`src/rtl/i2crts_pkg.sv`:
```
// shared types and constants of the i2c register transaction sequencer
package i2crts_pkg;

	localparam int HEADER_DEPTH_DEF = 8;
	localparam int DATA_DEPTH_DEF = 64;

	typedef struct packed {
		logic [6:0] dev;
		logic [7:0] sub;
		logic       is_read;
		logic [7:0] len;
	} hdr_t;

	localparam int HDR_W = $bits(hdr_t);

	typedef struct packed {
		logic push;
		logic pop;
	} q_ctl_t;

endpackage

```
`src/rtl/i2crts_queue.sv`:
```
// circular queue in a synchronous memory with a registered head read
module i2crts_queue #(
	parameter int W = i2crts_pkg::HDR_W,
	parameter int DEPTH = i2crts_pkg::HEADER_DEPTH_DEF,
	localparam int PTR_W = $clog2(DEPTH),
	localparam int CNT_W = $clog2(DEPTH + 1)
) (
	input  logic                clk,
	input  logic                arst_n,
	input  i2crts_pkg::q_ctl_t  ctl,
	input  logic [W-1:0]        wdata,
	output logic [W-1:0]        rdata,
	output logic [CNT_W-1:0]    count
);

	logic [W-1:0]     mem_q [DEPTH];
	logic [W-1:0]     rdata_q;
	logic [PTR_W-1:0] rd_ptr_q;
	logic [PTR_W-1:0] wr_ptr_q;
	logic [CNT_W-1:0] count_q;

	always_ff @(posedge clk) begin
		if (ctl.push) begin
			mem_q[wr_ptr_q] <= wdata;
		end
		rdata_q <= mem_q[rd_ptr_q];
	end

	always_ff @(posedge clk or negedge arst_n) begin
		if (!arst_n) begin
			rd_ptr_q <= '0;
			wr_ptr_q <= '0;
			count_q <= '0;
		end else begin
			if (ctl.push) begin
				wr_ptr_q <= (wr_ptr_q == PTR_W'(DEPTH - 1)) ? '0 : wr_ptr_q + PTR_W'(1);
			end
			if (ctl.pop) begin
				rd_ptr_q <= (rd_ptr_q == PTR_W'(DEPTH - 1)) ? '0 : rd_ptr_q + PTR_W'(1);
			end
			case ({ctl.push, ctl.pop})
				2'b10: count_q <= count_q + CNT_W'(1);
				2'b01: count_q <= count_q - CNT_W'(1);
				default: count_q <= count_q;
			endcase
		end
	end

	assign rdata = rdata_q;
	assign count = count_q;

endmodule

```
`src/rtl/i2crts_seq.sv`:
```
// transaction intake, bus command state machine and result register
module i2crts_seq #(
	parameter int HEADER_DEPTH = i2crts_pkg::HEADER_DEPTH_DEF,
	parameter int DATA_DEPTH = i2crts_pkg::DATA_DEPTH_DEF,
	localparam int HC_W = $clog2(HEADER_DEPTH + 1),
	localparam int DC_W = $clog2(DATA_DEPTH + 1)
) (
	input  logic                        clk,
	input  logic                        arst_n,
	input  logic                        item_valid,
	output logic                        item_ready,
	input  logic [1:0]                  func,
	input  logic [6:0]                  dev_addr,
	input  logic [7:0]                  reg_addr,
	input  logic                        is_read,
	input  logic [7:0]                  length,
	input  logic [7:0]                  write_byte,
	input  logic [7:0]                  received_byte,
	output logic                        result_valid,
	input  logic                        result_ready,
	output logic [2:0]                  bus_command,
	output logic [7:0]                  tx_byte,
	output logic                        read_valid,
	output logic [7:0]                  read_byte,
	output logic                        read_done,
	output logic [6:0]                  done_dev_addr,
	output logic [7:0]                  done_reg_addr,
	output logic [1:0]                  status,
	output logic                        bus_idle,
	output i2crts_pkg::q_ctl_t          hq_ctl,
	output logic [i2crts_pkg::HDR_W-1:0] hq_wdata,
	input  logic [i2crts_pkg::HDR_W-1:0] hq_rdata,
	input  logic [HC_W-1:0]             hq_count,
	output i2crts_pkg::q_ctl_t          dq_ctl,
	output logic [7:0]                  dq_wdata,
	input  logic [7:0]                  dq_rdata,
	input  logic [DC_W-1:0]             dq_count
);

	localparam int SUM_W = ((DC_W > 8) ? DC_W : 8) + 1;

	typedef enum logic [3:0] {
		PH_STOPPED = 4'd0,
		PH_STARTED = 4'd1,
		PH_ADDR_W  = 4'd2,
		PH_SUB     = 4'd3,
		PH_DATA_TX = 4'd4,
		PH_RESTART = 4'd5,
		PH_ADDR_R  = 4'd6,
		PH_DATA_RX = 4'd7,
		PH_ACK     = 4'd8,
		PH_NACK    = 4'd9
	} phase_t;

	typedef enum logic [2:0] {
		CMD_NONE    = 3'd0,
		CMD_START   = 3'd1,
		CMD_TX      = 3'd2,
		CMD_RESTART = 3'd3,
		CMD_RX      = 3'd4,
		CMD_ACK     = 3'd5,
		CMD_NACK    = 3'd6,
		CMD_STOP    = 3'd7
	} cmd_t;

	typedef enum logic [1:0] {
		FN_HDR  = 2'd0,
		FN_DATA = 2'd1,
		FN_BUS  = 2'd2
	} func_t;

	typedef enum logic [1:0] {
		ST_OK      = 2'd0,
		ST_DROPPED = 2'd1,
		ST_IGNORED = 2'd2
	} status_t;

	// item stage
	logic       valid_s1;
	logic [1:0] func_s1;
	logic [6:0] dev_s1;
	logic [7:0] sub_s1;
	logic       rd_s1;
	logic [7:0] len_s1;
	logic [7:0] wb_s1;
	logic [7:0] rb_s1;

	// sequencer state
	phase_t            phase_q, phase_n;
	logic              idle_q, idle_n;
	i2crts_pkg::hdr_t  hdr_q, hdr_n;
	logic [7:0]        bc_q, bc_n;
	logic [7:0]        wbp_q, wbp_n;

	// result register
	logic       res_valid_q;
	cmd_t       cmd_q, cmd_n;
	logic [7:0] tx_q, tx_n;
	logic       rv_q, rv_n;
	logic [7:0] rb_q, rb_n;
	logic       done_q, done_n;
	logic [6:0] ddev_q, ddev_n;
	logic [7:0] dsub_q, dsub_n;
	status_t    st_q, st_n;
	logic       idle_out_q;

	logic             go;
	logic             hq_push, hq_pop, dq_push, dq_pop;
	logic             kick, bus_try, start_ok;
	logic             hq_full, dq_full, room_short;
	logic [7:0]       bc_inc;
	logic [7:0]       data_head;
	i2crts_pkg::hdr_t new_hdr, head_hdr;

	assign item_ready = !valid_s1;
	assign go = valid_s1 && (!res_valid_q || result_ready);

	assign new_hdr = '{dev: dev_s1, sub: sub_s1, is_read: rd_s1, len: len_s1};
	// an empty header queue can only be started from the header arriving now
	assign head_hdr = (hq_count == '0) ? new_hdr : i2crts_pkg::hdr_t'(hq_rdata);
	assign data_head = (dq_count != '0) ? dq_rdata : 8'd0;
	assign hq_full = hq_count == HC_W'(HEADER_DEPTH);
	assign dq_full = dq_count == DC_W'(DATA_DEPTH);
	assign room_short = (SUM_W'(dq_count) + SUM_W'(len_s1)) > SUM_W'(DATA_DEPTH);
	assign bc_inc = bc_q + 8'd1;

	always_comb begin
		phase_n = phase_q;
		idle_n = idle_q;
		hdr_n = hdr_q;
		bc_n = bc_q;
		wbp_n = wbp_q;
		hq_push = 1'b0;
		hq_pop = 1'b0;
		dq_push = 1'b0;
		dq_pop = 1'b0;
		kick = 1'b0;
		bus_try = 1'b0;
		start_ok = 1'b0;
		cmd_n = CMD_NONE;
		tx_n = '0;
		rv_n = 1'b0;
		rb_n = '0;
		done_n = 1'b0;
		ddev_n = '0;
		dsub_n = '0;
		st_n = ST_OK;
		case (func_s1)
			FN_HDR: begin
				if (wbp_q != '0) begin
					st_n = ST_IGNORED;
				end else if (hq_full || (!rd_s1 && room_short)) begin
					st_n = ST_DROPPED;
				end else begin
					hq_push = 1'b1;
					if (!rd_s1) begin
						wbp_n = len_s1;
					end
					kick = 1'b1;
				end
			end
			FN_DATA: begin
				if (wbp_q == '0 || dq_full) begin
					st_n = ST_IGNORED;
				end else begin
					dq_push = 1'b1;
					wbp_n = wbp_q - 8'd1;
					kick = 1'b1;
				end
			end
			FN_BUS: begin
				if (idle_q) begin
					st_n = ST_IGNORED;
				end else begin
					case (phase_q)
						PH_STARTED: begin
							cmd_n = CMD_TX;
							tx_n = {hdr_q.dev, 1'b0};
							bc_n = '0;
							phase_n = PH_ADDR_W;
						end
						PH_ADDR_W: begin
							cmd_n = CMD_TX;
							tx_n = hdr_q.sub;
							phase_n = PH_SUB;
						end
						PH_SUB: begin
							if (hdr_q.is_read) begin
								cmd_n = CMD_RESTART;
								phase_n = PH_RESTART;
							end else if (hdr_q.len != '0) begin
								cmd_n = CMD_TX;
								tx_n = data_head;
								dq_pop = dq_count != '0;
								phase_n = PH_DATA_TX;
							end else begin
								cmd_n = CMD_STOP;
								phase_n = PH_STOPPED;
							end
						end
						PH_DATA_TX: begin
							bc_n = bc_inc;
							if (bc_inc >= hdr_q.len) begin
								cmd_n = CMD_STOP;
								phase_n = PH_STOPPED;
							end else begin
								cmd_n = CMD_TX;
								tx_n = data_head;
								dq_pop = dq_count != '0;
							end
						end
						PH_RESTART: begin
							cmd_n = CMD_TX;
							tx_n = {hdr_q.dev, 1'b1};
							phase_n = PH_ADDR_R;
						end
						PH_ADDR_R, PH_ACK: begin
							cmd_n = CMD_RX;
							phase_n = PH_DATA_RX;
						end
						PH_DATA_RX: begin
							rv_n = 1'b1;
							rb_n = rb_s1;
							bc_n = bc_inc;
							if (bc_inc >= hdr_q.len) begin
								cmd_n = CMD_NACK;
								phase_n = PH_NACK;
							end else begin
								cmd_n = CMD_ACK;
								phase_n = PH_ACK;
							end
						end
						PH_NACK: begin
							cmd_n = CMD_STOP;
							done_n = 1'b1;
							ddev_n = hdr_q.dev;
							dsub_n = hdr_q.sub;
							phase_n = PH_STOPPED;
						end
						default: begin
							bus_try = 1'b1;
						end
					endcase
				end
			end
			default: begin
				st_n = ST_IGNORED;
			end
		endcase
		// next transaction is complete when it is followed by another header
		// or all of its write bytes are in
		if (hq_push) begin
			start_ok = (hq_count != '0) || (wbp_n == '0);
		end else begin
			start_ok = (hq_count > HC_W'(1)) || ((hq_count == HC_W'(1)) && (wbp_n == '0));
		end
		if (bus_try || (kick && idle_q && phase_q == PH_STOPPED)) begin
			if (start_ok) begin
				hq_pop = 1'b1;
				hdr_n = head_hdr;
				idle_n = 1'b0;
				phase_n = PH_STARTED;
				cmd_n = CMD_START;
			end else begin
				idle_n = 1'b1;
				phase_n = PH_STOPPED;
			end
		end
	end

	assign hq_ctl = '{push: hq_push && go, pop: hq_pop && go};
	assign dq_ctl = '{push: dq_push && go, pop: dq_pop && go};
	assign hq_wdata = new_hdr;
	assign dq_wdata = wb_s1;

	always_ff @(posedge clk) begin
		if (item_valid && item_ready) begin
			func_s1 <= func;
			dev_s1 <= dev_addr;
			sub_s1 <= reg_addr;
			rd_s1 <= is_read;
			len_s1 <= length;
			wb_s1 <= write_byte;
			rb_s1 <= received_byte;
		end
		if (go) begin
			cmd_q <= cmd_n;
			tx_q <= tx_n;
			rv_q <= rv_n;
			rb_q <= rb_n;
			done_q <= done_n;
			ddev_q <= ddev_n;
			dsub_q <= dsub_n;
			st_q <= st_n;
			idle_out_q <= idle_n;
		end
	end

	always_ff @(posedge clk or negedge arst_n) begin
		if (!arst_n) begin
			valid_s1 <= 1'b0;
			res_valid_q <= 1'b0;
			phase_q <= PH_STOPPED;
			idle_q <= 1'b1;
			hdr_q <= '0;
			bc_q <= '0;
			wbp_q <= '0;
		end else begin
			if (item_valid && item_ready) begin
				valid_s1 <= 1'b1;
			end else if (go) begin
				valid_s1 <= 1'b0;
			end
			if (go) begin
				res_valid_q <= 1'b1;
				phase_q <= phase_n;
				idle_q <= idle_n;
				hdr_q <= hdr_n;
				bc_q <= bc_n;
				wbp_q <= wbp_n;
			end else if (result_ready) begin
				res_valid_q <= 1'b0;
			end
		end
	end

	assign result_valid = res_valid_q;
	assign bus_command = cmd_q;
	assign tx_byte = tx_q;
	assign read_valid = rv_q;
	assign read_byte = rb_q;
	assign read_done = done_q;
	assign done_dev_addr = ddev_q;
	assign done_reg_addr = dsub_q;
	assign status = st_q;
	assign bus_idle = idle_out_q;

endmodule

```
`src/rtl/i2c_register_transaction_sequencer_unit.sv`:
```
// top level of the i2c register transaction sequencer
// Each accepted transaction yields exactly one result. A transaction is
// registered on acceptance while the header and data queue heads are read
// from their memories; a later edge, once the result register is free,
// commits the state update and loads the result register. A new transaction
// is not accepted until the held one has been committed. The result register
// lets the next transaction enter while a result waits to be taken. Both
// queues start empty after reset and need no clearing pass.
module i2c_register_transaction_sequencer_unit #(
	parameter int HEADER_DEPTH = i2crts_pkg::HEADER_DEPTH_DEF,
	parameter int DATA_DEPTH = i2crts_pkg::DATA_DEPTH_DEF
) (
	input  logic       clk,
	input  logic       arst_n,
	input  logic       item_valid,
	output logic       item_ready,
	input  logic [1:0] func,
	input  logic [6:0] dev_addr,
	input  logic [7:0] reg_addr,
	input  logic       is_read,
	input  logic [7:0] length,
	input  logic [7:0] write_byte,
	input  logic [7:0] received_byte,
	output logic       result_valid,
	input  logic       result_ready,
	output logic [2:0] bus_command,
	output logic [7:0] tx_byte,
	output logic       read_valid,
	output logic [7:0] read_byte,
	output logic       read_done,
	output logic [6:0] done_dev_addr,
	output logic [7:0] done_reg_addr,
	output logic [1:0] status,
	output logic       bus_idle
);

	localparam int HC_W = $clog2(HEADER_DEPTH + 1);
	localparam int DC_W = $clog2(DATA_DEPTH + 1);

	i2crts_pkg::q_ctl_t           hq_ctl;
	i2crts_pkg::q_ctl_t           dq_ctl;
	logic [i2crts_pkg::HDR_W-1:0] hq_wdata;
	logic [i2crts_pkg::HDR_W-1:0] hq_rdata;
	logic [HC_W-1:0]              hq_count;
	logic [7:0]                   dq_wdata;
	logic [7:0]                   dq_rdata;
	logic [DC_W-1:0]              dq_count;

	i2crts_queue #(
		.W(i2crts_pkg::HDR_W),
		.DEPTH(HEADER_DEPTH)
	) u_hdr_queue (
		.clk(clk),
		.arst_n(arst_n),
		.ctl(hq_ctl),
		.wdata(hq_wdata),
		.rdata(hq_rdata),
		.count(hq_count)
	);

	i2crts_queue #(
		.W(8),
		.DEPTH(DATA_DEPTH)
	) u_data_queue (
		.clk(clk),
		.arst_n(arst_n),
		.ctl(dq_ctl),
		.wdata(dq_wdata),
		.rdata(dq_rdata),
		.count(dq_count)
	);

	i2crts_seq #(
		.HEADER_DEPTH(HEADER_DEPTH),
		.DATA_DEPTH(DATA_DEPTH)
	) u_seq (
		.clk(clk),
		.arst_n(arst_n),
		.item_valid(item_valid),
		.item_ready(item_ready),
		.func(func),
		.dev_addr(dev_addr),
		.reg_addr(reg_addr),
		.is_read(is_read),
		.length(length),
		.write_byte(write_byte),
		.received_byte(received_byte),
		.result_valid(result_valid),
		.result_ready(result_ready),
		.bus_command(bus_command),
		.tx_byte(tx_byte),
		.read_valid(read_valid),
		.read_byte(read_byte),
		.read_done(read_done),
		.done_dev_addr(done_dev_addr),
		.done_reg_addr(done_reg_addr),
		.status(status),
		.bus_idle(bus_idle),
		.hq_ctl(hq_ctl),
		.hq_wdata(hq_wdata),
		.hq_rdata(hq_rdata),
		.hq_count(hq_count),
		.dq_ctl(dq_ctl),
		.dq_wdata(dq_wdata),
		.dq_rdata(dq_rdata),
		.dq_count(dq_count)
	);

endmodule
```
`config.mk`:
```
export PLATFORM = sky130hd
export DESIGN_NAME = i2c_register_transaction_sequencer_unit
export DESIGN_NICKNAME = d
export VERILOG_FILES = /design/src/rtl/i2crts_pkg.sv /design/src/rtl/i2crts_queue.sv /design/src/rtl/i2crts_seq.sv /design/src/rtl/i2c_register_transaction_sequencer_unit.sv
export SDC_FILE = /design/constraint.sdc
export NUM_CORES = 1
export LEC_CHECK = 0
export BUFFER_PORTS_ARGS = -buffer_cell sky130_fd_sc_hd__clkbuf_2
export CAP_MARGIN = 5
export CORE_MARGIN = 5
export CORE_UTILIZATION = 48
export CTS_CLUSTER_DIAMETER = 120
export DETAILED_ROUTE_END_ITERATION = 7
export GPL_ROUTABILITY_DRIVEN = 0
export GPL_TIMING_DRIVEN = 0
export SLEW_MARGIN = 0
export SYNTH_ARGS = -nofsm -noshare
export SYNTH_HDL_FRONTEND = slang
export SYNTH_SLANG_ARGS = --single-unit
```
`constraint.sdc`:
```
create_clock -name clk -period 12.8 [get_ports clk]
set_input_delay 0.64 -clock clk [delete_from_list [all_inputs] [get_ports clk]]
set_output_delay 0.64 -clock clk [all_outputs]
set_load 0.01 [all_outputs]
```
==> impl_metrics.toml <==
[floorplanning]
start_util_pct = 48.2
die_h_um = 283
io_pins = 87
fp.dieArea_sq_um = 79900
core_sq_um = 74100
rows = 100
die-width_um = 283

[sta]
hold_violations = 0
worstMarginPinSlew_ns = 1.19
setup-tns-final_ns = 0
setup_violations = 0
fmax_mhz = 185
drv_slew = 0
post-route-min-period_ns = 5.40
fin_worst_skew_ns = 0.0420
rsz0062_at_grt = "no"
max-slew-margin-rel_pct = 20.5
min_period_over_period_pct = 42.2

[clock_tree]
cts_setup_buffers = 0
cts_tree = "yes"
cts_resized = 0
numCtsBuffers = 93
htree_levels = 3
clkSinkCount = 893
path_clk_slew_ns = 0.07
cts_hold_buffers = 1
clk_path_buf_depth = 3
cts-root-buf = "clkbuf_16"
clk_latency_ns = 0.66

[global_routing]
antenna_found_initial = 6
grt_pass1_vias = 18700
grt_pass1_wl_um = 121000
overflow = 0
grt_max_degree = 47
grt_use_total_pct = 20.5

[worst_setup_path]
max_stage_delay_ns = 1.07
cp_num_buf_inv = 2
cp-start-kind = "register"
cpLargestDelayFamily = "compound AO/OA/AOI/OAI gates"
arrival_ns = 5.93
critPathKind = "register to register"
cp.depth = 19
critPathSlowestCell = "a2111oi_2"
reg2reg_depth = 19
worstPathRequired_ns = 13.33
worst-path-max-fanout = 7
path_cells = "and3_1 > nand3_1 > xnor2_1 > ha_1 > a2111oi_0 > o21ai_0 > a211o_1 > a2111oi_2 > ha_1 > inv_1 > fa_1 > inv_1 > a21oi_1 > o21bai_1 > a21o_1 > a21oi_1 > xnor2_1 > nor2_1 > xor2_1"
critPathCaptureType = "register"

[synth]
synth.most_common_cell = "edfxtp_1"
async_reset_ff_share_pct = 8.51
synth_edf_count = 785
synth_top_area_cell = "edfxtp_1"
synth.avg_cell_area_sq_um = 18.9
synth_cell_types = 72
ys_top_cells_by_count = "edfxtp_1 (785), mux4_2 (216), nor2_1 (139)"
yosysSeqAreaShare_pct = 73.2
synth_area_leaders = "edfxtp_1 (66%), mux4_2 (14%), dfrtp_1 (5.3%)"
syn_area_sq_um = 35700
ys_warn_count = 0
ys_ff_latch = 893
synth_top_area_share_pct = 66.1
synth_top_flop_cell = "edfxtp_1"
synthCells = 1887
syn_nets = 1969

[layout]
finalNetCount = 2180
drive_above_1_share_pct = 25.0
fin_util_pct = 55.5
syn_to_final_growth_pct = 15.1

[min_path]
min_path_cells = 1
min_path_type = "primary input to register"

[route]
wl_um = 81100
route.vias.total = 18300
vias_per_cell = 5.82
drt-wirelength-per-cell_um = 25.8
drt-initial-drc-count = 1838
drc = 0
drt.antenna.violating_nets = 0
firstDrtPassIters = 5

[power]
p_leak_nw = 13.8
p_total_w = 0.00804
p_per_area_nw_per_um2 = 196
ir_worst_vdd_v = 0.000131

[placed_design]
dp_hpwl_um = 55000
io_buffer_count = 86

[run_status]
status = "finished, final reports clean"

[flow_run]
maxCapViolations = 0
cell usage in the layout (no fill, tap or decap), types with 18 or more instances in the layout:
| master | n |
|---|---|
| mux2i_1 | 21 |
| clkinv_2 | 18 |
| a21oi_1 | 41 |
| buf_1 | 23 |
| o21ai_0 | 25 |
| dfxtp_1 | 32 |
| mux2_2 | 45 |
| dfrtp_1 | 75 |
| nand2_1 | 115 |
| clkbuf_1 | 77 |
| clkbuf_2 | 85 |
| nor2_1 | 133 |
| mux4_2 | 216 |
| clkbuf_16 | 94 |
| and2_1 | 29 |
| inv_1 | 26 |
| ha_1 | 34 |
| nand3_1 | 23 |
| edfxtp_1 | 785 |
worst register-to-register path, cell delays in order (launching register included):
cell	delay, ns
dfrtp_1	0.41
and3_1	0.17
nand3_1	0.11
xnor2_1	0.25
ha_1	0.29
a2111oi_0	0.36
o21ai_0	0.29
a211o_1	0.35
a2111oi_2	1.07
ha_1	0.50
inv_1	0.15
fa_1	0.42
inv_1	0.07
a21oi_1	0.05
o21bai_1	0.22
a21o_1	0.16
a21oi_1	0.07
xnor2_1	0.13
nor2_1	0.06
xor2_1	0.13
worst paths after layout:
| check | end | startpoint | slack (ns) |
|---|---|---|---|
| min in group asynchronous | u_seq.hdr_q[21] | arst_n | 0.57 |
| max in group asynchronous | u_seq.result_valid | arst_n | 11.55 |
| hold reg to reg | u_hdr_queue.count[3] | u_hdr_queue.count[3] | 0.49 |
| hold / removal | u_seq.dq_wdata[5] | write_byte[5] | 0.16 |
| setup / recovery | u_data_queue.count[6] | u_seq.bc_q[4] | 7.40 |
| setup reg to reg | u_data_queue.count[6] | u_seq.bc_q[4] | 7.40 |
final cells by class:
type	count	area, sq um
buffer	89	378
timing repair buffer	116	1110
fill	5698	33000
multi-input combinational	877	9140
antenna	2	5.00
sequential	893	26100
clock buffer	120	2540
inverter	28	105
clock inverter	52	475
tap	969	1210
sequential cells by signal, indices dropped and copies added, names as in the netlist, 3 cells and up:
| name | cells |
|---|---|
| u_seq.hdr_q | 24 |
| u_seq.dq_wdata | 8 |
| u_seq.bc_q | 8 |
| u_seq.phase_q | 4 |
| u_seq.sub_s1 | 8 |
| u_hdr_queue.mem_q | 192 |
| u_seq.dev_s1 | 7 |
| u_data_queue.wr_ptr_q | 6 |
| u_seq.read_byte | 8 |
| u_seq.len_s1 | 8 |
| u_data_queue.mem_q | 512 |
| u_hdr_queue.count | 4 |
| u_hdr_queue.wr_ptr_q | 3 |
| u_data_queue.rd_ptr_q | 6 |
| u_seq.done_dev_addr | 7 |
| u_seq.rb_s1 | 8 |
| u_data_queue.count | 7 |
| u_seq.bus_command | 3 |
| u_seq.tx_byte | 8 |
| u_seq.done_reg_addr | 8 |
| u_hdr_queue.rdata | 24 |
| u_seq.wbp_q | 8 |
| u_hdr_queue.rd_ptr_q | 3 |
| u_data_queue.rdata | 8 |
report_power, final:
group	internal, W	switching, W
combinational	0.000793	0.00107
sequential	0.00340	0.000136
clock	0.00153	0.00111
total	0.00572	0.00232
metrics by stage:
stage / hold WS, ns / area [sq um] / std cells / worst slack [ns]
2_1_floorplan: 0.344 / 35700 / 1887 / 8.08
3_3_place_gp: 0.481 / 37300 / 2942 / 5.89
3_5_place_dp: 0.486 / 38000 / 2971 / 7.25
4_1_cts: 0.116 / 41100 / 3144 / 7.32
5_1_grt: 0.131 / 41100 / 3144 / 7.00
6_report: 0.155 / 41100 / 3146 / 7.40
cells by family after synthesis:
group           share of synthesized area (%)
xor+xnor                                0.663
simple gates                             4.99
mux                                      15.7
buf+inv                                  1.35
flops                                    73.2
compound gates                           2.80
fa+ha+maj                                1.30
routing by layer:
metal	up-vias	track usage (%)	routed length, um
met5	-	0	13
li1	8000	-	-
met1	9583	30.5	36400
met4	2	5.63	1830
met3	113	4.09	5300
met2	600	31.5	37600
No activity file was read; power rests on OpenSTA's default activity.
